**src/hdl/sln_pkg.sv**
```systemverilog
package sln_pkg;

	localparam int unsigned SIZE_W     = 31;
	localparam int unsigned IDX_W      = 32;
	localparam int unsigned COUNT_W    = 31;
	localparam int unsigned OFFS_W     = 63;
	localparam int unsigned DIV_STEPS  = COUNT_W;
	localparam int unsigned IN_DATA_W  = 160;
	localparam int unsigned IN_USER_W  = 2;
	localparam int unsigned OUT_DATA_W = 192;
	localparam int unsigned OUT_USER_W = 1;

	// error codes
	localparam logic ERR_NONE      = 1'b0;
	localparam logic ERR_ZERO_STEP = 1'b1;

	// bounds after wrap and clamp
	typedef struct packed {
		logic [SIZE_W-1:0]       start;
		logic signed [IDX_W-1:0] stop;
		logic signed [IDX_W-1:0] step;
		logic signed [IDX_W-1:0] stride;
		logic                    error_code;
		logic                    count_zero;
	} sln_nrm_t;

	// fields that ride alongside the divider
	typedef struct packed {
		logic [SIZE_W-1:0]        norm_start;
		logic signed [IDX_W-1:0]  norm_stop;
		logic signed [IDX_W-1:0]  norm_step;
		logic signed [OFFS_W-1:0] start_offset;
		logic                     error_code;
		logic                     count_zero;
	} sln_res_t;

	// divider working set: dividend bits shift out as quotient bits shift in
	typedef struct packed {
		logic [IDX_W-1:0]   rem;
		logic [COUNT_W-1:0] dq;
		logic [IDX_W-1:0]   divisor;
	} sln_div_t;

endpackage

```
**src/hdl/sln_div_cell.sv**
```systemverilog
module sln_div_cell (
	input  logic              clk,
	input  logic              arst_n,
	input  logic              in_valid,
	output logic              in_ready,
	input  sln_pkg::sln_res_t in_res,
	input  sln_pkg::sln_div_t in_div,
	output logic              out_valid,
	input  logic              out_ready,
	output sln_pkg::sln_res_t out_res,
	output sln_pkg::sln_div_t out_div
);
	import sln_pkg::*;

	logic [IDX_W+1:0] diff;
	logic             fits;
	sln_div_t         div_nxt;
	logic             valid_q;
	sln_res_t         res_q;
	sln_div_t         div_q;

	// one restoring step: bring down the next dividend bit, try the subtract
	assign diff = {1'b0, in_div.rem, in_div.dq[COUNT_W-1]} - {2'b00, in_div.divisor};
	assign fits = !diff[IDX_W+1];

	always_comb begin
		div_nxt.divisor = in_div.divisor;
		div_nxt.rem     = fits ? diff[IDX_W-1:0]
		                       : {in_div.rem[IDX_W-2:0], in_div.dq[COUNT_W-1]};
		div_nxt.dq      = {in_div.dq[COUNT_W-2:0], fits};
	end

	assign in_ready = !valid_q || out_ready;

	always_ff @(posedge clk or negedge arst_n) begin
		if (!arst_n) begin
			valid_q <= 1'b0;
		end else if (in_ready) begin
			valid_q <= in_valid;
		end
	end

	always_ff @(posedge clk) begin
		if (in_ready && in_valid) begin
			res_q <= in_res;
			div_q <= div_nxt;
		end
	end

	assign out_valid = valid_q;
	assign out_res   = res_q;
	assign out_div   = div_q;

endmodule

```
**config.mk**
```make
export PLATFORM = sky130hd
export DESIGN_NAME = sln_div_cell
export DESIGN_NICKNAME = d
export VERILOG_FILES = /design/src/hdl/sln_pkg.sv /design/src/hdl/sln_div_cell.sv
export SDC_FILE = /design/constraint.sdc
export NUM_CORES = 1
export LEC_CHECK = 0
export BUFFER_PORTS_ARGS = -buffer_cell sky130_fd_sc_hd__buf_2
export CORE_AREA = 4 4 201 203
export DETAILED_ROUTE_END_ITERATION = 12
export DIE_AREA = 0 0 205 207
export PLACE_DENSITY_LB_ADDON = 0.15
export SYNTH_ARGS = -nofsm -noshare
export SYNTH_HDL_FRONTEND = slang
export SYNTH_SLANG_ARGS = --single-unit
```
**constraint.sdc**
```tcl
create_clock -name clk -period 8.03 [get_ports clk]
set_input_delay 0.4015 -clock clk [delete_from_list [all_inputs] [get_ports clk]]
set_output_delay 0.4015 -clock clk [all_outputs]
set_load 0.02 [all_outputs]
```
After elaboration in Yosys (flattened, before gate mapping)
Cells that the tools add are included.

word-level totals
  bits of input ports = 259
  output and inout port bits = 257
  logic and storage cells = 16
  flip-flop bits (word level) = 256

cells by class
  add/subtract/negate cells = 1
  reduce and logical (&&, ||, !) cells = 4
  muxes and demuxes = 1

operator list
  kind                 number
  $sub A33 B32 Y34     1
  $mux W32             1
  $logic_not A1 Y1     2
  $logic_and A1 B1 Y1  1
  $logic_or A1 B1 Y1   1

Depth between registers and ports, before layout
  depth in word-level cells = 3
  gate-level depth with buffers = 12
  mapped depth without buffers = 12

Worst setup path after synthesis
No wires, ideal clock.

  path type = flip-flop to flip-flop
  start = register valid_q (netlist: out_valid)
  end = register div_q (netlist bit out_div[0]) (enable)
  buffers on the path = 0
  stages on the path, launching flop included = 3
  arrival time = 6.532 ns
  slack = 0.851 ns
  path through = dfrtp_1 > nand2b_1 > and2_1

on the way
  longest elaborated chain between the ends = 3

RTL lines
  what                    RTL line            text
  from (decl)             sln_div_cell.sv:18  logic valid_q;
  from (signal assigned)  sln_div_cell.sv:39  valid_q <= in_valid;
  $logic_not A1 Y1        sln_div_cell.sv:33  assign in_ready = !valid_q || out_ready;
  $logic_or A1 B1 Y1      sln_div_cell.sv:33
  via in_ready            sln_div_cell.sv:5   output logic in_ready,
  $logic_and A1 B1 Y1     sln_div_cell.sv:44  if (in_ready && in_valid) begin
  to (signal assigned)    sln_div_cell.sv:46  div_q <= div_nxt;
  to (decl)               sln_div_cell.sv:20  sln_div_t div_q;

The timed path passes the listed nets, and every way through them passes these cells.
A chain may end at the register's enable or synchronous reset.

==> out/metrics.yaml <==
run_status:
  status: "finished clean"
global_routing:
  antenna_found_initial: 6
  overflow: 0
  grt_pass1_wl_mm: 54.1
  track_usage: 0.169
  grt_max_degree: 81
  grt_pass1_vias: 8332
sta:
  fin_crit_sh: 0.455
  tightest_slew_ns: 1.03
  rsz0062_at_grt: "false"
  hold_viol_final: 0
  setup_viol: 0
  fin_crit_ns: 3.66
  slew_viol_final: 0
  fmax_ghz: 0.273
  finalClockSkew_ns: 0.0150
  maxSlewHeadroom: 0.315
  setup_tns_ns: 0
setup_path:
  startpoint: "in_div[15]"
  crit_buf_inv: 4
  required_ns: 8.33
  crit_family: "buffers and inverters"
  worst-path-max-fanout: 24
  critical_path.endpoint_type: "flip-flop"
  reg2reg_from: "out_valid"
  critPathSlowestCell: "dlygate4sd3_1"
  start_kind: "input pin"
  cp.arrival_ns: 3.96
  critPathKind: "in2reg"
  slowest_delay_ns: 0.54
  cp_cell_sequence: "dlygate4sd3_1, buf_2, inv_1, ha_1, and3_4, nand2_1, or3_4, o31ai_2, a21boi_2, a31oi_4, buf_4, mux2_2"
cts:
  root_buffer: "clkbuf_16"
  cts_tree: "done"
  cts_num_sinks: 256
  cts_made_buffers: 31
  cts.reportedPaths.clkPinSlew_ns: 0.06
  clockBufferDepth: 3
  cts-htree-levels: 1
  clock_latency_ns: 0.55
die:
  coreArea_mm2: 0.0385
  die_w_um: 205
  die-area_mm2: 0.0424
  die_y_um: 207
  rows: 72
  pin_count: 516
  start_util: 0.263
logic_synthesis:
  ys_ff_latch: 256
  yosys_warnings: 0
  yosysMostFrequentCell: "edfxtp_1"
  syn_inst: 579
  synth.distinct_cells: 58
  synth_edf_count: 255
  synth-main-ff-cell: "edfxtp_1"
  synth_area_leader_cell: "edfxtp_1"
  synthTopCellsByCount: "edfxtp_1 (255), inv_1 (40), ha_1 (32)"
  synthTopCellsByArea: "edfxtp_1 (76%), ha_1 (4.0%), mux2_4 (3.9%), inv_1 (1.5%), xnor2_1 (1.5%)"
  synth.cell_area_mm2: 0.0101
  syn_nets: 871
  synth.avg_cell_area_um2: 17.5
  synthArstFlopShare: 0.00391
  yosysSeqAreaShare: 0.759
  synth_top_area_share: 0.757
pwr:
  leakagePower_nw: 6.99
  power_mw: 3.61
  ir_drop_v: 0.000158
  power_density_mw_per_mm2: 222
placement:
  dp_cells: 1611
  io_buffers: 515
  place_congestion: 0.804
  post-dp-hpwl_mm: 29.1
route:
  wl_met1_mm: 13.8
  dr_wl_met2_mm: 20.4
  routedWlPerCell_um: 20.6
  vias_per_cell: 4.21
  top_layer: "met5"
  via_count: 7851
  first_pass_iters: 4
  drt_iter0_drc: 350
  met3_length_mm: 2.92
  drc: 0
  postRouteAntennaNets: 0
  finalWirelength_mm: 38.3
worst_hold_path:
  hold_class: "in2reg"
  min_from: "in_res[60]"
finish:
  final_cells: 1863
  final_core_util: 0.423
  nNetsFinal: 1610
  syn_to_final_growth_pct: 60.6
  final_layout_size_suffix_gt1_frac: 0.453
  fillers: 3609
flow_run:
  maxCapViolations: 0
-- state kept, by name, indices dropped and copies added, names as in the netlist --
signal and cells:
out_div 95, out_valid 1, out_res 160
-- layout make-up --
class,instances,area [um^2],area share
Antenna cell,4,10.0,0.000616
Clock buffer,43,861,0.0530
Clock inverter,13,149,0.00916
Inverter,40,150,0.00924
Multi-Input combinational cell,277,2220,0.137
Sequential cell,256,7680,0.473
Tap cell,518,648,0.0399
Timing Repair Buffer,712,4540,0.279
-- what timing repair did --
item	4_1_cts	5_1_grt
gates resized for setup	0	0
setup buffers	0	0
endpoints found under the hold margin	192	0
hold buffers	192	0
-- metal layers --
| metal | global-route usage | up-vias |
|---|---|---|
| met1 | 0.178 | 3782 |
| li1 | - | 3709 |
| met5 | 0 | - |
| met4 | 0.0508 | 4 |
| met2 | 0.323 | 299 |
| met3 | 0.0480 | 57 |
-- power by group --
part	switching (mW)	leakage [nW]	internal, mW	total, mW
registers	0.0182	2.44	1.58	1.60
logic	0.346	4.05	0.271	0.618
clock network	0.550	0.494	0.841	1.39
-- kinds of logic (layout without fill, tap and decap cells) --
kind of cell             count (synthesis)  after routing  synth area share
flip-flops                             256            256             0.759
AO/OA/AOI/OAI                          102            102            0.0687
AND/OR/NAND/NOR                         86             86            0.0433
buffers and inverters                   46            808            0.0219
adder cells (fa/ha/maj)                 33             33            0.0415
multiplexers                            32             32            0.0448
XOR/XNOR                                24             24            0.0208
other                                    0              4                 0
-- cells in the final DEF, fill, tap and decap left out, drive strengths merged, types with 9 or more instances in the layout --
cell / count
dlygate4sd3: 192
ha: 32
inv: 42
mux2: 28
o21ai: 19
xnor2: 17
a21oi: 30
clkbuf: 43
nand2: 24
and3: 9
edfxtp: 255
buf: 520
nor2: 16
nor3: 9
-- metrics by stage --
stage / instance area [um^2] / hold slack [ns] / setup slack, ns
after global routing: 16300 / 0.00940 / 4.15
final: 16300 / 0.0418 / 4.37
after CTS: 16200 / 0.0000219 / 4.36
after global placement: 13300 / 0.178 / 4.28
after detailed placement: 13300 / 0.177 / 4.24
after floorplan: 10100 / 0.106 / 0.851
-- worst paths after layout --
path	slack, ns	cells past startpoint	to
hold reg to reg	0.57	2	out_valid
max in group asynchronous	7.78	2	out_valid
setup reg to reg	5.15	4	out_div[25]
hold / removal	0.04	1	out_res[60]
setup / recovery	4.37	12	out_div[64]
min in group asynchronous	0.16	2	out_valid
No activity file was read; power rests on OpenSTA's default activity.
