$ cat src/hdl/sln_pkg.sv
package sln_pkg;

	localparam int unsigned SIZE_W     = 31;
	localparam int unsigned IDX_W      = 32;
	localparam int unsigned COUNT_W    = 31;
	localparam int unsigned OFFS_W     = 63;
	localparam int unsigned DIV_STEPS  = COUNT_W;
	localparam int unsigned IN_DATA_W  = 160;
	localparam int unsigned IN_USER_W  = 2;
	localparam int unsigned OUT_DATA_W = 192;
	localparam int unsigned OUT_USER_W = 1;

	// error codes
	localparam logic ERR_NONE      = 1'b0;
	localparam logic ERR_ZERO_STEP = 1'b1;

	// bounds after wrap and clamp
	typedef struct packed {
		logic [SIZE_W-1:0]       start;
		logic signed [IDX_W-1:0] stop;
		logic signed [IDX_W-1:0] step;
		logic signed [IDX_W-1:0] stride;
		logic                    error_code;
		logic                    count_zero;
	} sln_nrm_t;

	// fields that ride alongside the divider
	typedef struct packed {
		logic [SIZE_W-1:0]        norm_start;
		logic signed [IDX_W-1:0]  norm_stop;
		logic signed [IDX_W-1:0]  norm_step;
		logic signed [OFFS_W-1:0] start_offset;
		logic                     error_code;
		logic                     count_zero;
	} sln_res_t;

	// divider working set: dividend bits shift out as quotient bits shift in
	typedef struct packed {
		logic [IDX_W-1:0]   rem;
		logic [COUNT_W-1:0] dq;
		logic [IDX_W-1:0]   divisor;
	} sln_div_t;

endpackage

$ cat src/hdl/sln_prep.sv
module sln_prep (
	input  logic              clk,
	input  logic              arst_n,
	input  logic              in_valid,
	output logic              in_ready,
	input  sln_pkg::sln_nrm_t in_data,
	output logic              out_valid,
	input  logic              out_ready,
	output sln_pkg::sln_res_t out_res,
	output sln_pkg::sln_div_t out_div
);
	import sln_pkg::*;

	logic signed [2*IDX_W-1:0] prod;
	logic signed [IDX_W:0]     start_x;
	logic signed [IDX_W:0]     stop_x;
	logic signed [IDX_W:0]     span_m1;
	logic                      step_neg;
	logic                      valid_s2;
	sln_res_t                  res_nxt;
	sln_div_t                  div_nxt;
	sln_res_t                  res_s2;
	sln_div_t                  div_s2;

	assign prod     = $signed({1'b0, in_data.start}) * in_data.stride;
	assign start_x  = signed'({2'b00, in_data.start});
	assign stop_x   = {in_data.stop[IDX_W-1], in_data.stop};
	assign step_neg = in_data.step[IDX_W-1];

	// count = (span - 1) / |step| + 1 when span is positive
	assign span_m1 = step_neg ? start_x - stop_x - (IDX_W+1)'(1)
	                          : stop_x - start_x - (IDX_W+1)'(1);

	always_comb begin
		res_nxt.norm_start   = in_data.start;
		res_nxt.norm_stop    = in_data.stop;
		res_nxt.norm_step    = in_data.step;
		res_nxt.start_offset = prod[OFFS_W-1:0];
		res_nxt.error_code   = in_data.error_code;
		res_nxt.count_zero   = in_data.count_zero || span_m1[IDX_W];
		div_nxt.rem          = '0;
		div_nxt.dq           = span_m1[COUNT_W-1:0];
		div_nxt.divisor      = step_neg ? (~in_data.step + IDX_W'(1)) : in_data.step;
	end

	assign in_ready = !valid_s2 || out_ready;

	always_ff @(posedge clk or negedge arst_n) begin
		if (!arst_n) begin
			valid_s2 <= 1'b0;
		end else if (in_ready) begin
			valid_s2 <= in_valid;
		end
	end

	always_ff @(posedge clk) begin
		if (in_ready && in_valid) begin
			res_s2 <= res_nxt;
			div_s2 <= div_nxt;
		end
	end

	assign out_valid = valid_s2;
	assign out_res   = res_s2;
	assign out_div   = div_s2;

endmodule

$ cat config.mk
export PLATFORM = sky130hd
export DESIGN_NAME = sln_prep
export DESIGN_NICKNAME = d
export VERILOG_FILES = /design/src/hdl/sln_pkg.sv /design/src/hdl/sln_prep.sv
export SDC_FILE = /design/constraint.sdc
export NUM_CORES = 2
export LEC_CHECK = 0
export ABC_CLOCK_PERIOD_IN_PS = 11900
export BUFFER_PORTS_ARGS = -buffer_cell sky130_fd_sc_hd__buf_2
export CORE_MARGIN = 2
export CORE_UTILIZATION = 60
export DETAILED_ROUTE_END_ITERATION = 6
export GPL_TIMING_DRIVEN = 1
export PLACE_DENSITY = 0.9
export SYNTH_ARGS = -nofsm -noshare
export SYNTH_HDL_FRONTEND = slang
export SYNTH_SLANG_ARGS = --single-unit
$ cat constraint.sdc
create_clock -name clk -period 11.9 [get_ports clk]
set_clock_uncertainty 0.15 [all_clocks]
set_input_delay 1.785 -clock clk [delete_from_list [all_inputs] [get_ports clk]]
set_output_delay 1.785 -clock clk [all_outputs]
set_load 0.02 [all_outputs]
Word level (Yosys, flattened, before mapping):

Cells that the tools add are included.

* input bits: 133
* bits in registers: 224
* output and inout bits: 257

* reduce and logical (&&, ||, !) cells: 4
* $mul: 1
* bitwise gates (word level): 1
* multiplexer cells: 2
* add/sub/neg operators: 5

Operator list (number)
* subtractor 32 x 32 -> 33 bit: 2
* subtractor 33 x 2 -> 33 bit, second input constant: 2
* multiplier 32 x 32 -> 63 bit: 1
* 2-to-1 mux 33 bit: 1
* adder 32 x 2 -> 32 bit, second input constant: 1
* inverter 32 bit: 1
* 2-to-1 mux 31 bit: 1
* logical OR 1 bit: 2
* logical AND 1 bit: 1
* zero test 1 bit: 1

Depth between registers and ports, before layout:

* depth in word-level cells: 4
* depth in mapped cells: 27
* mapped depth without buffers: 25

Worst setup path before layout:

Ideal clock, no wire load.

* path type: in2reg
* start point: input in_data[111] (netlist name)
* end point: register res_s2 (netlist bit out_res[61]) (data pin)
* stages: 24
* required time: 11.576 ns
* path buffers: 1
* path slack: 2.733 ns
* arrival: 8.843 ns
* cell sequence: clkbuf_1 -> and2_1 -> fa_1 -> fa_1 -> fa_1 -> inv_1 -> fa_1 -> inv_1 -> fa_1 -> inv_1 -> fa_1 -> inv_1 -> fa_1 -> fa_1 -> ha_1 -> nand2_1 -> o21bai_1 -> a2111oi_0 -> o31ai_1 -> a211oi_1 -> o21ai_0 -> o41ai_1 -> a31oi_1 -> a311oi_1

* longest elaborated chain between the ends: 1

RTL lines
* start: declaration: RTL line sln_prep.sv:6 `input sln_pkg::sln_nrm_t in_data,`
* multiplier 32 x 32 -> 63 bit: RTL line sln_prep.sv:25 `assign prod = $signed({1'b0, in_data.start}) * in_data.stride;`
* via prod[59]: RTL line sln_prep.sv:14 `logic signed [2*IDX_W-1:0] prod;`
* end signal: assignment: RTL line sln_prep.sv:58 `res_s2 <= res_nxt;`
* end: declaration: RTL line sln_prep.sv:22 `sln_res_t res_s2;`

The timed path passes the listed nets, and every way through them passes these cells.
A chain may end at the register's enable or synchronous reset.

Worst setup path after layout:

Ends and elaborated chain as after synthesis.

==> tab_implementation.tex <==
\begin{tabular}{lr}
\hline
Metric & Value \\
\hline
\multicolumn{2}{l}{\textbf{Setup path}} \\
\quad Crit path arrival time & $\sim$10 ns \\
\quad Critical path class & primary input to flop \\
\quad Gate family responsible for the most delay along the worst path & adder cells \\
\quad Highest net fanout along the worst path & 35 \\
\quad Crit path buf inv count & 7 \\
\quad Cell with the largest stage delay on the worst path & buf\_2 \\
\quad Crit-path max cell delay & slightly above 0.6 ns \\
\quad Element type at the critical path end & flop \\
\quad Cell seen most often among critical-path stages & fa\_1 \\
\quad CP Data Required Time & between 10 and 15 ns \\
\quad Critical path launch point type & primary input \\
\multicolumn{2}{l}{\textbf{Floorplan}} \\
\quad Die area & 0.07533 mm² \\
\quad Core Box Area & $\sim$0.073 mm² \\
\quad \# IOs & 390 \\
\quad Height of the die & $\sim$270 µm \\
\quad Row count & 99 \\
\quad Horiz. Die Dim & between 200 and 300 µm \\
\quad Starting density of the core & 0.6036 \\
\multicolumn{2}{l}{\textbf{Yosys}} \\
\quad Number of synthesized register bits & between 200 and 250 \\
\quad Post-Synthesis Mean Instance Area & between 9 and 10 µm² \\
\quad Cell Area, Synth & $\sim$0.044 mm² \\
\quad Ys Warns & 0 \\
\quad Unique cell type count in the Yosys netlist & 70 \\
\quad Sequential cell area fraction in the yosys report & 0.1525 \\
\quad Async set or reset register ratio after synthesis & 0.004484 \\
\quad Number of flops mapped to enable cells by yosys & between 200 and 250 \\
\quad Flip-flop cell with the highest count after synthesis & edfxtp\_1 \\
\quad Synthesized netlist cell count & $\sim$4.5k \\
\multicolumn{2}{l}{\textbf{Clock tree}} \\
\quad Insertion delay to the later sink of the worst-skew pair & between 0.6 and 0.7 ns \\
\quad Number of sinks driven by the clock tree & approximately 220 \\
\quad Post-CTS Setup Inserts & 0 \\
\quad Maximum buffer depth of the clock tree & 3 \\
\quad CTS H-Tree Depth & 1 \\
\quad Hold buffer count at cts & 0 \\
\quad Root cell of the clock tree & clkbuf\_16 \\
\quad Clock slew at reported path FFs & 0.06 ns \\
\quad Number of buffers inserted during clock tree synthesis & 26 \\
\quad TritonCTS clock tree & built \\
\quad PostCTS Resize Cnt & 0 \\
\multicolumn{2}{l}{\textbf{Worst hold path}} \\
\quad Path category of the worst min-delay check & flop to flop \\
\multicolumn{2}{l}{\textbf{Global routing}} \\
\quad Vias in the first global route & 34.89k \\
\quad Largest net degree at the start of global routing & 165 \\
\quad Wire length of the first global-routing pass & 188000 µm \\
\quad Initial antenna violation count & 11 \\
\quad Total global routing track utilization & 0.3203 \\
\quad Sum of overflow across all layers after global routing & 0 \\
\multicolumn{2}{l}{\textbf{Route}} \\
\quad Mean routed wirelength per cell & between 20 and 25 µm \\
\quad Count of TritonRoute iterations in the first routing pass & 6 \\
\quad Total number of vias & 32.82k \\
\quad DR iter-0 viols & just over 3k \\
\quad Total Wirelength & between 100000 and 150000 µm \\
\quad Residual DRC & 0 \\
\quad Number of nets with antenna violations after detailed routing & 0 \\
\quad Detail-routed via count per cell & 5.837 \\
\multicolumn{2}{l}{\textbf{Timing}} \\
\quad Post-layout minimum cycle time & $\sim$9.8 ns \\
\quad Endpoints failing setup & 0 \\
\quad Final Slew Violations & 0 \\
\quad Setup TNS Final & 0 ns \\
\quad Maximum operating frequency & 102.5 MHz \\
\quad Unrepaired setup endpoints after global routing & false \\
\quad Max-Slew Margin vs Limit & 0.3214 \\
\quad Final hold viol count & 0 \\
\quad Min setup slack post-route & 2.147 ns \\
\quad Slew of the pin with the lowest slew margin & between 1 and 1.5 ns \\
\quad Ratio of final minimum period to clock period & 0.8195 \\
\multicolumn{2}{l}{\textbf{Run}} \\
\quad Number of max-cap violations & 0 \\
\multicolumn{2}{l}{\textbf{Final layout}} \\
\quad Nets & between 5k and 6k \\
\quad Proportion of layout cells with a drive suffix above 1 & 0.09142 \\
\quad Area growth from synthesis to layout & 6.596\% \\
\multicolumn{2}{l}{\textbf{Placement}} \\
\quad Dpl ws & 1.686 ns \\
\quad Detailed-placement wirelength estimate & approximately 94000 µm \\
\quad Port Buffers & approximately 360 \\
\quad Final RePlAce weighted congestion & between 0.9 and 1 \\
\multicolumn{2}{l}{\textbf{Outcome}} \\
\quad Run status & finished clean \\
\hline
\end{tabular}
[layer usage]
| metal | global-route usage | vias to the layer above | part of all wire |
|---|---|---|---|
| li1 | - | 13907 | - |
| met1 | 0.4115 | 16351 | 0.36 |
| met2 | 0.5179 | 2128 | 0.48 |
| met3 | 0.08731 | 418 | 0.12 |
| met4 | 0.1259 | 16 | 0.043 |
| met5 | 0 | - | 0.00077 |
[cells in the mapped netlist (all sizes together), types with 5 or more instances]
library cell	number	area, µm²
xnor2	72	630.6
o21bai	22	165.2
and2	613	3835
a311oi	5	43.79
a211oi	11	82.58
nor3	14	70.07
nand4	28	175.2
a2111oi	7	61.31
xor2	43	376.6
fa	869	17400
o31ai	17	141.4
a21oi	120	600.6
nand2	449	1685
or3	12	95.09
nand3	13	65.06
a31oi	15	93.84
edfxtp	222	6666
a21boi	6	45.04
mux2i	7	70.07
o21a	11	82.58
buf	38	269.0
ha	353	4417
o21ai	65	325.3
inv	929	3487
o211ai	12	90.09
nor4	5	31.28
a21o	106	795.8
nor2	71	266.5
clkbuf	245	920.9
nand2b	10	62.56
and3	17	106.4
nor2b	27	168.9
[placed cells by master, fill, tap and decap left out, types with 5 or more instances in the layout]
cell type / synthesis / layout
or3_1: 8 / 8
conb_1: 1 / 32
a2111oi_0: 7 / 7
o31ai_1: 16 / 16
o21bai_1: 22 / 22
ha_1: 353 / 353
edfxtp_1: 222 / 222
a31oi_1: 15 / 15
nor4_1: 5 / 5
a211oi_1: 11 / 11
clkbuf_16: 0 / 26
nand4_1: 28 / 28
inv_1: 929 / 929
nand2b_1: 10 / 10
clkbuf_1: 244 / 5
nor2_1: 71 / 71
nand3_1: 13 / 13
fa_1: 869 / 869
o211ai_1: 12 / 12
xnor2_1: 72 / 72
o21ai_0: 65 / 65
buf_4: 33 / 10
a21oi_1: 120 / 120
and3_1: 17 / 17
buf_2: 2 / 357
nor3_1: 14 / 14
mux2i_1: 7 / 7
nand2_1: 449 / 449
a21boi_0: 6 / 6
nor2b_1: 27 / 27
and2_1: 613 / 612
a21o_1: 106 / 106
a311oi_1: 5 / 5
o21a_1: 11 / 11
xor2_1: 43 / 43
[logic make-up (layout without fill, tap and decap cells)]
logic type      Yosys count  after routing  synth area share
compound gates          441            441           0.06639
xor+xnor                115            115           0.02295
fa+ha+maj              1222           1222            0.4970
buf+inv                1213           1343            0.1066
flops                   223            223            0.1525
mux                       9              9          0.002110
other cells               1             36        0.00008544
simple gates           1275           1275            0.1524
[worst register-to-register path, stage by stage, from the launching register on]
cell and delay, ns:
dfrtp_1 0.37, nand2b_1 0.13, and2_4 0.72, buf_12 0.64
[flip-flops by register name, indices dropped and copies added, names as in the netlist]
register	cells
out_res	160
out_div	62
out_valid	1
[final cells by class]
class,instances,area [µm²]
Antenna cell,4,10.01
Clock buffer,32,683.2
Clock inverter,13,191.4
Fill cell,5401,25920
Inverter,930,3491
Multi-Input combinational cell,3094,32640
Sequential cell,223,6691
Tap cell,959,1200
Timing Repair Buffer,368,1882
[final timing paths]
check | slack (ns) | cells after the start | endpoint | start
worst min register to register | 0.42 | 2 | out_valid | out_valid
worst max-delay path | 2.15 | 26 | out_res[61] | in_data[111]
max in group asynchronous | 10.73 | 1 | out_valid | arst_n
worst max register to register | 9.18 | 3 | out_res[48] | out_valid
min in group asynchronous | 0.78 | 1 | out_valid | arst_n
worst min-delay path | 0.42 | 2 | out_valid | out_valid
[through the flow]
stage | cell area, µm² | std cells | util | hold slack, ns
6_report | 46790 | 5623 | 0.6435 | 0.4159
3_5_place_dp | 45900 | 5574 | 0.6313 | 0.3997
4_1_cts | 46780 | 5619 | 0.6433 | 0.4178
3_3_place_gp | 45900 | 5574 | 0.6313 | 0.3665
2_1_floorplan | 44010 | 4530 | - | 0.6326
5_1_grt | 46780 | 5621 | 0.6434 | 0.4628
Power is not shown: default switching activity piles up to over one toggle a cycle in this logic, so the estimate is an artifact.
