File: config.mk
export PLATFORM = sky130hd
export DESIGN_NAME = sln_norm
export DESIGN_NICKNAME = d
export VERILOG_FILES = /design/src/hdl/sln_pkg.sv /design/src/hdl/sln_norm.sv
export SDC_FILE = /design/constraint.sdc
export NUM_CORES = 1
export LEC_CHECK = 0
export ABC_AREA = 0
export BUFFER_PORTS_ARGS = -buffer_cell sky130_fd_sc_hd__buf_2
export CAP_MARGIN = 30
export CORE_ASPECT_RATIO = 1.75
export CORE_MARGIN = 10
export CORE_UTILIZATION = 45
export CTS_BUF_LIST = sky130_fd_sc_hd__clkbuf_16
export DETAILED_ROUTE_END_ITERATION = 10
export PLACE_DENSITY_LB_ADDON = 0.12
export SLEW_MARGIN = 10
export SYNTH_ARGS = -nofsm -noshare
export SYNTH_HDL_FRONTEND = slang
export SYNTH_SLANG_ARGS = --single-unit
File: constraint.sdc
create_clock -name clk -period 6.4 [get_ports clk]
set_input_delay 1.28 -clock clk [delete_from_list [all_inputs] [get_ports clk]]
set_output_delay 1.28 -clock clk [all_outputs]
set_load 0.005 [all_outputs]
File: src/hdl/sln_pkg.sv
package sln_pkg;

	localparam int unsigned SIZE_W     = 31;
	localparam int unsigned IDX_W      = 32;
	localparam int unsigned COUNT_W    = 31;
	localparam int unsigned OFFS_W     = 63;
	localparam int unsigned DIV_STEPS  = COUNT_W;
	localparam int unsigned IN_DATA_W  = 160;
	localparam int unsigned IN_USER_W  = 2;
	localparam int unsigned OUT_DATA_W = 192;
	localparam int unsigned OUT_USER_W = 1;

	// error codes
	localparam logic ERR_NONE      = 1'b0;
	localparam logic ERR_ZERO_STEP = 1'b1;

	// bounds after wrap and clamp
	typedef struct packed {
		logic [SIZE_W-1:0]       start;
		logic signed [IDX_W-1:0] stop;
		logic signed [IDX_W-1:0] step;
		logic signed [IDX_W-1:0] stride;
		logic                    error_code;
		logic                    count_zero;
	} sln_nrm_t;

	// fields that ride alongside the divider
	typedef struct packed {
		logic [SIZE_W-1:0]        norm_start;
		logic signed [IDX_W-1:0]  norm_stop;
		logic signed [IDX_W-1:0]  norm_step;
		logic signed [OFFS_W-1:0] start_offset;
		logic                     error_code;
		logic                     count_zero;
	} sln_res_t;

	// divider working set: dividend bits shift out as quotient bits shift in
	typedef struct packed {
		logic [IDX_W-1:0]   rem;
		logic [COUNT_W-1:0] dq;
		logic [IDX_W-1:0]   divisor;
	} sln_div_t;

endpackage

File: src/hdl/sln_norm.sv
module sln_norm (
	input  logic                              clk,
	input  logic                              arst_n,
	input  logic                              in_valid,
	output logic                              in_ready,
	input  logic [sln_pkg::SIZE_W-1:0]        dim_len,
	input  logic                              start_given,
	input  logic signed [sln_pkg::IDX_W-1:0]  start_index,
	input  logic                              stop_given,
	input  logic signed [sln_pkg::IDX_W-1:0]  stop_index,
	input  logic signed [sln_pkg::IDX_W-1:0]  step_value,
	input  logic signed [sln_pkg::IDX_W-1:0]  mem_stride,
	output logic                              out_valid,
	input  logic                              out_ready,
	output sln_pkg::sln_nrm_t                 out_data
);
	import sln_pkg::*;

	logic signed [IDX_W:0] size_x;
	logic signed [IDX_W:0] hi_s;
	logic signed [IDX_W:0] start_x;
	logic signed [IDX_W:0] stop_x;
	logic signed [IDX_W:0] s_raw;
	logic signed [IDX_W:0] s_clip;
	logic signed [IDX_W:0] s_fin;
	logic signed [IDX_W:0] e_raw;
	logic signed [IDX_W:0] e_hi;
	logic signed [IDX_W:0] e_lo;
	logic signed [IDX_W:0] e_clip;
	logic signed [IDX_W:0] e_fin;
	logic                  step_neg;
	logic                  step_zero;
	logic                  valid_s1;
	sln_nrm_t              data_s1;
	sln_nrm_t              nxt;

	assign size_x    = signed'({2'b00, dim_len});
	assign hi_s      = size_x - (IDX_W+1)'(1);
	assign start_x   = {start_index[IDX_W-1], start_index};
	assign stop_x    = {stop_index[IDX_W-1], stop_index};
	assign step_neg  = step_value[IDX_W-1];
	assign step_zero = (step_value == '0);

	always_comb begin
		// start: wrap, clip high, then low wins
		s_raw  = start_index[IDX_W-1] ? start_x + size_x : start_x;
		s_clip = (s_raw > hi_s) ? hi_s : s_raw;
		if (s_clip < 0) begin
			s_clip = '0;
		end
		if (start_given) begin
			s_fin = s_clip;
		end else if (step_neg && dim_len != '0) begin
			s_fin = hi_s;
		end else begin
			s_fin = '0;
		end

		// stop bounds depend on step direction
		e_hi   = step_neg ? hi_s : size_x;
		e_lo   = step_neg ? '1 : '0;
		e_raw  = stop_index[IDX_W-1] ? stop_x + size_x : stop_x;
		e_clip = (e_raw > e_hi) ? e_hi : e_raw;
		if (e_clip < e_lo) begin
			e_clip = e_lo;
		end
		if (stop_given) begin
			e_fin = e_clip;
		end else begin
			e_fin = step_neg ? '1 : size_x;
		end

		nxt.start      = step_zero ? '0 : s_fin[SIZE_W-1:0];
		nxt.stop       = step_zero ? '0 : e_fin[IDX_W-1:0];
		nxt.step       = step_value;
		nxt.stride     = mem_stride;
		nxt.error_code = step_zero ? ERR_ZERO_STEP : ERR_NONE;
		nxt.count_zero = step_zero || (dim_len == '0);
	end

	assign in_ready = !valid_s1 || out_ready;

	always_ff @(posedge clk or negedge arst_n) begin
		if (!arst_n) begin
			valid_s1 <= 1'b0;
		end else if (in_ready) begin
			valid_s1 <= in_valid;
		end
	end

	always_ff @(posedge clk) begin
		if (in_ready && in_valid) begin
			data_s1 <= nxt;
		end
	end

	assign out_valid = valid_s1;
	assign out_data  = data_s1;

endmodule

======== Yosys cells after proc, flatten, opt, wreduce, memory -nomap -nowiden ========
Index checks and enable logic that the tools add are counted.
word-level totals
  bits in registers ....................... 130
  input bits .............................. 165
  output and inout port bits .............. 131
cells by class
  add/sub/neg operators ................... 3
  order comparisons ....................... 4
  muxes and demuxes ....................... 13
  reductions and logical operators ........ 8
operators with widths
  operator                                             count
  2-to-1 mux 33 bit                                    6
  2-to-1 mux 32 bit                                    3
  2-to-1 mux 31 bit                                    3
  adder 32 x 32 -> 33 bit                              2
  greater-than comparator 33 x 32 -> 1 bit             1
  greater-than comparator 33 bit                       1
  < comparator 33 x 1 -> 1 bit, second input constant  1
  < comparator 33 bit                                  1
  logical NOT 32 bit                                   1
  subtractor 31 x 1 -> 32 bit, second input constant   1
  logical NOT 31 bit                                   1
  nonzero test 31 bit                                  1
  logical AND 1 bit                                    2
  logical OR 1 bit                                     2
  logical NOT 1 bit                                    1
  2-to-1 mux 1 bit                                     1

======== Logic depth before layout (Yosys ltp) ========
Gate-level depths: netlist of run 1.
  depth in word-level cells ............... 7
  depth in mapped cells ................... 38

======== Worst setup path after synthesis of run 1 ========
No wires, ideal clock.
  kind .................................... input-to-reg
  from .................................... input port dim_len[8] (netlist name)
  to ...................................... register data_s1 (netlist bit out_data[93]), data pin
  library setup time ...................... 0.254 ns
  arrival time ............................ 8.260 ns
  slack ................................... -2.114 ns
  cell stages on the path ................. 31
  path buffers ............................ 4
  path through ............................ buf_6 > or4_4 > or4_4 > or2_2 > nor3b_1 > and2_1 > nand3_1 > xor2_1 > ha_1 > a2111oi_0 > a21oi_1 > a2111oi_0 > o311ai_1 > a41oi_2 > buf_6 > buf_4 > or2_2 > nand2_1 > ha_1 > nand4_1 > nor4_1 > nand2_1 > a21oi_1 > a311oi_1 > o31ai_1 > a211oi_1 > or2_2 > o311ai_0 > clkbuf_1 > nor2_1 > o21a_1
on the way
  word-level cells in the longest chain between the ends .. 7
  elaborated cells on any way between the ends .. 9
RTL lines
  item                                                                    RTL line                        source
  start: declaration                                                      sln_norm.sv:6                   input logic [sln_pkg::SIZE_W-1:0] dim_len,
  adder 32 x 32 -> 33 bit or subtractor 31 x 1 -> 32 bit (tied branches)  sln_norm.sv:62, sln_norm.sv:38
  2-to-1 mux 33 bit (on tied branches)                                    sln_norm.sv:62, sln_norm.sv:60
  greater-than comparator 33 bit                                          sln_norm.sv:63                  e_clip = (e_raw > e_hi) ? e_hi : e_raw;
  2-to-1 mux 33 bit *                                                     sln_norm.sv:63
  < comparator 33 bit                                                     sln_norm.sv:64                  if (e_clip < e_lo) begin
  2-to-1 mux 32 bit *                                                     sln_norm.sv:64
  2-to-1 mux 32 bit *                                                     sln_norm.sv:67                  if (stop_given) begin
  end signal: assignment                                                  sln_norm.sv:93                  data_s1 <= nxt;
  end: declaration                                                        sln_norm.sv:34                  sln_nrm_t data_s1;
Every way passes the cells marked *; elsewhere a longest branch is shown, timed or not.
A chain may end at the register's enable or synchronous reset.

======== Final worst setup path of run 1 ========
  from .................................... input port dim_len[1] (netlist name)
  to ...................................... register data_s1 (netlist bit out_data[95]), data pin
Same word-level chain as after synthesis.

==> flow_summary.ini, run 1 <==
[status]
status = finished, violations left
violations = negative setup slack

[yosys]
synth.distinct_cells = 73
synth_edf_count = 129
syn_inst = 1340
synth_area_per_cell_um2 = 9.342
yosys_warnings = 0
synthesis.area_mm2 = 0.01252
ys_seq_elements = 130
seq_area_frac_synth = 0.3114
ys.flop_type = edfxtp_1
synth.net_count = 1669
synthArstFlopShare = 0.007692

[pwr]
powerDensity_mw_per_mm2 = 207.7
power_frac_comb = 0.462
p_sw_frac = 0.3385
p_seq_frac = 0.267
switching_power_mw = 1.330
ir_worst_vdd_mv = 0.1843
power_mw = 3.929
internal-power_mw = 2.599
p_clk_frac = 0.271
leakage_nw = 8.897

[sta]
fin_ws_ps = -1570
fmax_mhz = 125.5
worst_pin_slew_ps = 793.2
fin_crit_sh = 1.245
period_minus_slack_ps = 7970
drv_slew = 0
maxSlewHeadroom = 0.4699
totalNegativeSetupSlack_ps = -47970
rsz0062_at_grt = true
finalHoldViolCount = 0
skew_ps = 14.09
setup_viol = 32

[worst_setup_path]
crit_top_cell = a21o_1
r2r_cells = 3
cp_slowest_stage_delay_ps = 380
start_kind = primary input
critical-path-top-delay-family = compound AO/OA/AOI/OAI gates
worst_path_max_delay_cell = a2111oi_4
crit_buf_inv = 9
required_ps = 6600
crit_arrival_ps = 8170
timing.rr.start = out_valid
worstSetupPathType = primary input to register
cp-end-kind = register
cp_max_fo = 8
r2r-end = out_data[13]
rrSetupSlack_ps = 4310

[placed_design]
numPortBuffers = 295
hpwl_um = 37650
dpl_cell_area_mm2 = 0.01742
pre_cts_ws_ps = -2677
gp_congestion = 0.9764

[global_routing]
grt_max_degree = 53
grtUsageTotal = 0.2540
grt_pass1_wl_um = 71040
grt_pass1_vias = 13780
grt-ovfl-total = 0
antenna_found_initial = 2

[worst_hold_path]
hp-start = out_valid
hold_end = out_valid
min_path_cells = 2
hp-class = register to register

[floorplanning]
ioPinCount = 296
coreArea_mm2 = 0.02733
chipHeight_um = 240.6
dieArea_mm2 = 0.03515
start_util = 0.4581
dieWidth_um = 146.1
num_rows = 80

[final_layout]
drive_gt1_frac = 0.4421
syn_to_final_growth_pct = 51.07
final_area_mm2 = 0.01891
nets = 2370

[job]
drv_cap = 0

[cts]
clkLatencyLatePin_ps = 460
cts_buffers = 17
cts_tree = yes
cts_sinks = 130
cts_max_level = 4
clk_pin_slew_ps = 60
cts_buffer_depth = 2
root_buffer = clkbuf_16

[routing]
via_count = 13070
drc = 0
vias_per_cell = 5.390
antenna_left = 0
first_iter_violations = 584
wl_per_cell_um = 18.99
first_pass_iters = 5
routed_wl_um = 46050
[worst max path at each step]
stage | from | endpoint | slack [ps] | cells after the start
6_report | dim_len[1] | out_data[95] | -1570 | 37
5_1_grt | dim_len[1] | out_data[95] | -1890 | 37
4_1_cts | dim_len[1] | out_data[79] | -1510 | 36
3_5_place_dp | stop_index[0] | out_data[69] | -2680 | 35
3_3_place_gp | stop_index[0] | out_data[79] | -2480 | 33
2_1_floorplan | dim_len[8] | out_data[97] | -1310 | 32
[stage by stage]
step | util | instances | hold WS, ps
2_1_floorplan | - | 1340 | 537.1
3_3_place_gp | 0.6375 | 2363 | 509.4
3_5_place_dp | 0.6375 | 2363 | 534.1
4_1_cts | 0.6776 | 2416 | 547.3
5_1_grt | 0.6921 | 2425 | 587.7
6_report | 0.6921 | 2425 | 537.6
[what timing repair did]
| item | 4_1_cts | 5_1_grt |
|---|---|---|
| gates resized for setup | 61 | 65 |
| buffers inserted | 18 | 6 |
| cloned | 3 | 0 |
| pin swaps | 29 | 45 |
| hold buffers | 0 | 0 |
| setup endpoints to repair | 63 | 63 |
[cell usage after synthesis (all sizes together) (4+ instances only)]
cell,instances,share of area
mux2i,52,0.042
o21ai,45,0.018
inv,61,0.018
a2111oi,4,0.0028
mux2,28,0.025
xor2,46,0.032
a31oi,12,0.0060
o21a,25,0.015
o22ai,26,0.013
nand3b,4,0.0024
nor3b,5,0.0030
or2,11,0.0055
a21o,59,0.035
nor2,122,0.037
ha,162,0.16
nand2b,14,0.0070
xnor2,53,0.038
a21oi,89,0.036
o21bai,12,0.0072
edfxtp,129,0.31
nand2,87,0.026
o2bb2ai,19,0.013
clkbuf,32,0.0096
nor3,23,0.010
or3,6,0.0030
buf,18,0.0090
o311ai,5,0.0049
nand4,32,0.016
and2,26,0.013
nor2b,20,0.010
and3,7,0.0035
nand3,25,0.010
a211oi,8,0.0048
o211ai,6,0.0036
o31ai,9,0.0058
nor4,14,0.0070
[tightest hold or removal path, cell delays in order (launching register included)]
cell      delay [ps]
dfrtp_1          340
nand2b_1          90
nand2b_1          80
[flip-flops by register name, summed over array words and instances (netlist names)]
| register | cells |
|---|---|
| out_valid | 1 |
| out_data | 129 |
[cells by family (layout without fill, tap and decap cells)]
| family | after synthesis | count (layout) | share of synthesized area |
|---|---|---|---|
| simple gates | 404 | 404 | 0.1595 |
| other cells | 0 | 2 | 0 |
| flops | 130 | 130 | 0.3114 |
| xor+xnor | 99 | 99 | 0.06987 |
| fa+ha+maj | 164 | 164 | 0.1651 |
| mux | 80 | 80 | 0.06677 |
| buf+inv | 111 | 824 | 0.03688 |
| compound gates | 352 | 353 | 0.1904 |
[layout make-up]
cell class                      count  area (um^2)
Clock inverter                     15        197.7
Antenna cell                        2        5.005
Tap cell                          369        461.7
Sequential cell                   130         3899
Fill cell                        2298         8414
Timing Repair Buffer              731         4878
Multi-Input combinational cell   1100         8816
Inverter                           61        229.0
Clock buffer                       17        425.4
[routing by layer]
metal  global-route usage  vias to the layer above  part of all wire  wire (um)
met5                    0                        -                 0          0
met4               0.1315                        0             0.041       1895
met3              0.05045                      101             0.056       2584
met2               0.4621                      405              0.51      23700
met1               0.2734                     6154              0.39      17870
li1                     -                     6411                 -          -
[placed cells by master, fill, tap and decap left out, types with 8 or more instances in the layout]
| cell | synthesis | routed |
|---|---|---|
| a21o_1 | 59 | 59 |
| a21oi_1 | 89 | 78 |
| a31oi_1 | 12 | 8 |
| and2_1 | 26 | 24 |
| buf_2 | 6 | 294 |
| buf_4 | 2 | 418 |
| buf_6 | 4 | 11 |
| clkbuf_16 | 0 | 17 |
| edfxtp_1 | 129 | 129 |
| ha_1 | 162 | 152 |
| inv_1 | 61 | 61 |
| mux2_2 | 28 | 28 |
| mux2i_1 | 52 | 40 |
| mux2i_2 | 0 | 12 |
| nand2_1 | 87 | 86 |
| nand2b_1 | 14 | 13 |
| nand3_1 | 25 | 24 |
| nand4_1 | 32 | 32 |
| nor2_1 | 122 | 117 |
| nor2b_1 | 20 | 20 |
| nor3_1 | 22 | 19 |
| nor4_1 | 14 | 12 |
| o21a_1 | 25 | 25 |
| o21ai_0 | 45 | 39 |
| o21bai_1 | 12 | 12 |
| o22ai_1 | 26 | 13 |
| o22ai_2 | 0 | 11 |
| o2bb2ai_1 | 19 | 19 |
| or2_2 | 11 | 9 |
| xnor2_1 | 52 | 52 |
| xor2_1 | 46 | 45 |
[power by group through the flow]
| stage | clock [mW] | sequential [mW] | combinational (mW) |
|---|---|---|---|
| after floorplan | 0 | 1.09 | 0.865 |
| after global placement | 0 | 1.07 | 1.60 |
| after detailed placement | 0 | 1.07 | 1.62 |
| after CTS | 1.08 | 1.05 | 1.73 |
| after global routing | 1.11 | 1.06 | 1.99 |
| final | 1.06 | 1.05 | 1.81 |
Power figures use the tool's default switching activity.
==> inputs of run 2 (changes only) <==
--- a/config.mk
+++ b/config.mk
@@ -13,6 +13,7 @@
 export CORE_UTILIZATION = 45
 export CTS_BUF_LIST = sky130_fd_sc_hd__clkbuf_16
 export DETAILED_ROUTE_END_ITERATION = 10
+export GPL_TIMING_DRIVEN = 0
 export PLACE_DENSITY_LB_ADDON = 0.12
 export SLEW_MARGIN = 10
 export SYNTH_ARGS = -nofsm -noshare
==> run 2 against run 1 <==
Compared with the run above: the flow still finishes with violations (negative setup slack); first-iteration DRC count decreased by 3.1%; clock power decreased by 6%; global-route usage decreased by 0.92 points; critical path depth decreased by 1; combinational power decreased by 11%; sequential share of layout area increased by 2.4 points; largest power group unchanged; wire length decreased by 3.1%.
==> flow_summary.ini, run 2 (synthesis gave the netlist of run 1 again) <==
[worst_setup_path]
crit_buf_inv = 8
worst_path_max_delay_cell = a2111oi_4
crit_top_cell = buf_12
cp_slowest_stage_delay_ps = 400
required_ps = 6600
start_kind = primary input
crit_arrival_ps = 8270
cp_max_fo = 6
worstSetupPathType = primary input to register
critical-path-top-delay-family = compound AO/OA/AOI/OAI gates
cp-end-kind = register

[final_layout]
layout_common_cells = buf_2, ha_1, edfxtp_1
syn_to_final_growth_pct = 35.04
nets = 2049
largest_reg_flops = 129
drive_gt1_frac = 0.3497
layout_commonest_cell = buf_2
final_util = 0.6186

[placed_design]
numPortBuffers = 295
hpwl_um = 36000
gp_congestion = 0.9619

[global_routing]
grt_pass1_wl_um = 67560
antenna_found_initial = 5
grt_pass1_vias = 12590
grtUsageTotal = 0.2448
grt_max_degree = 68
grt-ovfl-total = 0

[sta]
rsz0062_at_grt = true
totalNegativeSetupSlack_ps = -51950
fmax_mhz = 123.9
fin_crit_sh = 1.261
skew_ps = 11.40
maxSlewHeadroom = 0.3444
finalHoldViolCount = 0
setup_viol = 32
worst_pin_slew_ps = 983.4
drv_slew = 0
period_minus_slack_ps = 8069
fin_ws_ps = -1669

[floorplanning]
dieWidth_um = 146.1
num_rows = 80
chipHeight_um = 240.6
coreArea_mm2 = 0.02733
start_util = 0.4581
ioPinCount = 296
dieArea_mm2 = 0.03515

[routing]
wl_per_cell_um = 21.19
drc = 0
first_pass_iters = 5
vias_per_cell = 5.659
routed_wl_um = 44640
antenna_left = 0
via_count = 11920
first_iter_violations = 566

[pwr]
ir_worst_vdd_mv = 0.2035
leakage_nw = 7.347
powerDensity_mw_per_mm2 = 216.5

[cts]
cts_buffer_depth = 2
clkLatencyLatePin_ps = 450
root_buffer = clkbuf_16
cts_sinks = 130
clk_pin_slew_ps = 60
cts_tree = yes
cts_max_level = 4
cts_buffers = 17
holdBufCountCts = 0

[status]
violations = negative setup slack
status = finished, violations left

[worst_hold_path]
hp-class = register to register

[job]
drv_cap = 0
==> run 2: layout make-up <==
class                           count  area (um^2)
Buffer                             46        347.8
Inverter                           61        229.0
Antenna cell                        5        12.51
Timing Repair Buffer              365         2287
Clock inverter                     15        160.2
Clock buffer                       17        425.4
Multi-Input combinational cell   1099         9082
Sequential cell                   130         3899
Fill cell                        2355        10420
Tap cell                          369        461.7
==> run 2: repair_timing <==
item / CTS / global route
setup endpoints to repair: 63 / 63
setup buffers: 35 / 28
cloned: 1 / 3
pin swaps: 43 / 41
resized for setup: 117 / 114
==> run 2: stage by stage <==
step | instance area, um^2 | power [mW] | hold slack [ps] | cells | worst slack [ps]
detailed placement | 14630 | 2.361 | 537.4 | 2007 | -3755
global placement | 14550 | 2.346 | 500.3 | 2004 | -3747
floorplan | 12610 | 1.951 | 537.1 | 1340 | -1313
finish | 16910 | 3.660 | 535.4 | 2107 | -1669
global route | 16910 | 3.862 | 567.2 | 2107 | -1870
CTS | 16110 | 3.536 | 550.8 | 2073 | -1583
==> run 2: power by group <==
| part | switching (mW) | internal, mW |
|---|---|---|
| logic | 0.856 | 0.756 |
| registers | 0.0134 | 1.03 |
| clock network | 0.423 | 0.576 |
==> run 2: final timing paths <==
check	slack [ps]	endpoint	cells after the start	from
max	-1670	out_data[84]	36	dim_len[14]
min	540	out_valid	2	out_valid
max reg2reg	4730	out_data[93]	3	out_valid
min reg2reg	540	out_valid	2	out_valid
max in group asynchronous	5710	out_valid	1	arst_n
min in group asynchronous	600	out_valid	1	arst_n
==> run 2: worst register-to-register path: cells and delay by family (launching register included) <==
kind	cells	cell delay, ps
and+or+nand+nor	2	560
DFF	1	370
buffers and inverters	1	340
==> run 2: per-layer routing <==
layer	vias to the layer above	routed length, um	part of all wire	GRT usage
li1	5791	-	-	-
met1	5578	16580	0.37	0.2540
met2	430	22930	0.51	0.4464
met3	124	2541	0.057	0.04951
met4	0	2589	0.058	0.1482
met5	-	0	0	0
==> inputs of run 3 (changes only) <==
--- a/config.mk
+++ b/config.mk
@@ -9,7 +9,7 @@
 export BUFFER_PORTS_ARGS = -buffer_cell sky130_fd_sc_hd__buf_2
 export CAP_MARGIN = 30
 export CORE_ASPECT_RATIO = 1.75
-export CORE_MARGIN = 10
+export CORE_MARGIN = 4
 export CORE_UTILIZATION = 45
 export CTS_BUF_LIST = sky130_fd_sc_hd__clkbuf_16
 export DETAILED_ROUTE_END_ITERATION = 10
==> run 3 against run 2 <==
Compared with the run above: the flow still finishes with violations (negative setup slack); worst setup slack worse by 120 ps; cell count down 0.33%; maximum frequency down 1.4%; hold slack better by 24 ps; critical path depth down 2; utilization down 0.34 points; combinational power about the same.
==> flow_summary.ini, run 3 (synthesis gave the netlist of run 1 again) <==
[routing]
first_iter_violations = 569
vias_per_cell = 5.753
antenna_left = 0
wl_per_cell_um = 20.37
drc = 0
first_pass_iters = 5
via_count = 12080
routed_wl_um = 42770

[pwr]
p_clk_frac = 0.274
power_frac_comb = 0.440
internal-power_mw = 2.373
switching_power_mw = 1.298
powerDensity_mw_per_mm2 = 218.3
p_sw_frac = 0.3535
ir_worst_vdd_mv = 0.1797
p_seq_frac = 0.286
leakage_nw = 7.296

[worst_setup_path]
timing.rr.start = out_valid
cp_slowest_stage_delay_ps = 550
critical-path-top-delay-family = simple AND/OR/NAND/NOR gates
start_kind = primary input
worst_path_max_delay_cell = or4_4
worstSetupPathType = primary input to register
crit_arrival_ps = 8370
crit_buf_inv = 7
required_ps = 6590
startpoint = dim_len[11]
cp-end-kind = register
crit_top_cell = buf_4
cp_max_fo = 8

[worst_hold_path]
hp-start = out_valid
hp-class = register to register

[final_layout]
final_util = 0.6152
layout_common_cells = buf_2, ha_1, edfxtp_1
multiInputGateArea_mm2 = 0.009095
num-fill-cells = 2414
ff_latch_area_mm2 = 0.003899
drive_gt1_frac = 0.3432
fin_cells = 2100
syn_to_final_growth_pct = 34.29
nets = 2044
largest_reg_flops = 129
layout_commonest_cell = buf_2

[global_routing]
grtUsageTotal = 0.2705
grt_pass1_vias = 12340
antenna_found_initial = 2
grt_max_degree = 68
grt-ovfl-total = 0
grt_pass1_wl_um = 64540

[status]
status = finished, violations left
violations = negative setup slack

[sta]
rsz0062_at_grt = true
fin_ws_ps = -1787
drv_slew = 0
worst_pin_slew_ps = 974.7
maxSlewHeadroom = 0.3502
fmax_mhz = 122.1
setup_viol = 32
fin_crit_sh = 1.279
finalHoldViolCount = 0
skew_ps = 12.48
period_minus_slack_ps = 8187

[cts]
cts_buffer_depth = 2
root_buffer = clkbuf_16
cts_max_level = 4
clk_pin_slew_ps = 60
clkLatencyLatePin_ps = 440
cts_buffers = 17
cts_tree = yes
cts_sinks = 130

[placed_design]
numPortBuffers = 295
place_inst = 2007
gp_congestion = 0.9818
hpwl_um = 33660

[floorplanning]
coreArea_mm2 = 0.02733
dieWidth_um = 134.1
ioPinCount = 296
chipHeight_um = 228.6
start_util = 0.4581
num_rows = 80
dieArea_mm2 = 0.03066

[job]
drv_cap = 0
## run 3: cell types whose count changed in the layout (fill, tap and decap cells not counted), moves of 4 or more
cell,before,now
mux2i_4,4,8
o21ai_2,2,7
a21oi_2,12,8
buf_12,13,8
nor2_1,102,116
nor2_4,6,1
nor2_2,14,5
buf_6,4,9
inv_6,2,7
buf_8,9,3
## run 3: worst paths after layout
path	endpoint	slack [ps]	cells past startpoint
setup / recovery	out_data[85]	-1790	34
hold / removal	out_valid	560	2
setup reg to reg	out_data[93]	4700	4
hold reg to reg	out_valid	560	2
max in group asynchronous	out_valid	5710	1
min in group asynchronous	out_valid	610	1
## run 3: layout make-up
type                            count  area share
Inverter                           61     0.01362
Multi-Input combinational cell   1099      0.5410
Tap cell                          369     0.02746
Antenna cell                        3   0.0004466
Sequential cell                   130      0.2319
Clock buffer                       17     0.02531
Clock inverter                     15     0.01012
Timing Repair Buffer              359      0.1291
Buffer                             47     0.02106
## run 3: routing by layer
layer  wire length (um)  part of all wire  vias up  global-route usage
met1              15540              0.36     5709              0.2859
met2              22430              0.52      454              0.5024
met4               2543             0.059        0              0.1596
li1                   -                 -     5793                   -
met3               2266             0.053      126             0.03678
met5                  0                 0        -                   0
## run 3: stage by stage
| stage | total power, mW | instance area (um^2) | hold WS [ps] | worst slack, ps | TNS [ps] |
|---|---|---|---|---|---|
| 4_1_cts | 3.572 | 16220 | 563.3 | -1620 | -50480 |
| 3_5_place_dp | 2.353 | 14630 | 548.0 | -3881 | -169770 |
| 2_1_floorplan | 1.951 | 12610 | 537.1 | -1313 | -41080 |
| 6_report | 3.670 | 16810 | 559.3 | -1787 | -55000 |
| 5_1_grt | 3.880 | 16810 | 581.1 | -2040 | -63500 |
| 3_3_place_gp | 2.336 | 14550 | 502.5 | -3717 | -164190 |
## run 3: what timing repair did
action	4_1_cts	5_1_grt
buffers inserted	36	20
pin swaps	40	36
gates resized for setup	129	88
setup endpoints to repair	63	63
hold buffers	0	0
cloned	4	1
## run 3: worst register-to-register path, stage by stage (launching register included)
cell and delay, ps:
dfrtp_1 380, nand2b_1 110, and2_4 190, buf_16 290, buf_16 330
## run 3: power groups by stage
stage / registers (mW) / logic [mW] / clock network, mW
final: 1.05 / 1.61 / 1.01
after global routing: 1.06 / 1.76 / 1.07
after CTS: 1.05 / 1.49 / 1.03
after detailed placement: 1.07 / 1.29 / 0
after global placement: 1.07 / 1.26 / 0
after floorplan: 1.09 / 0.865 / 0
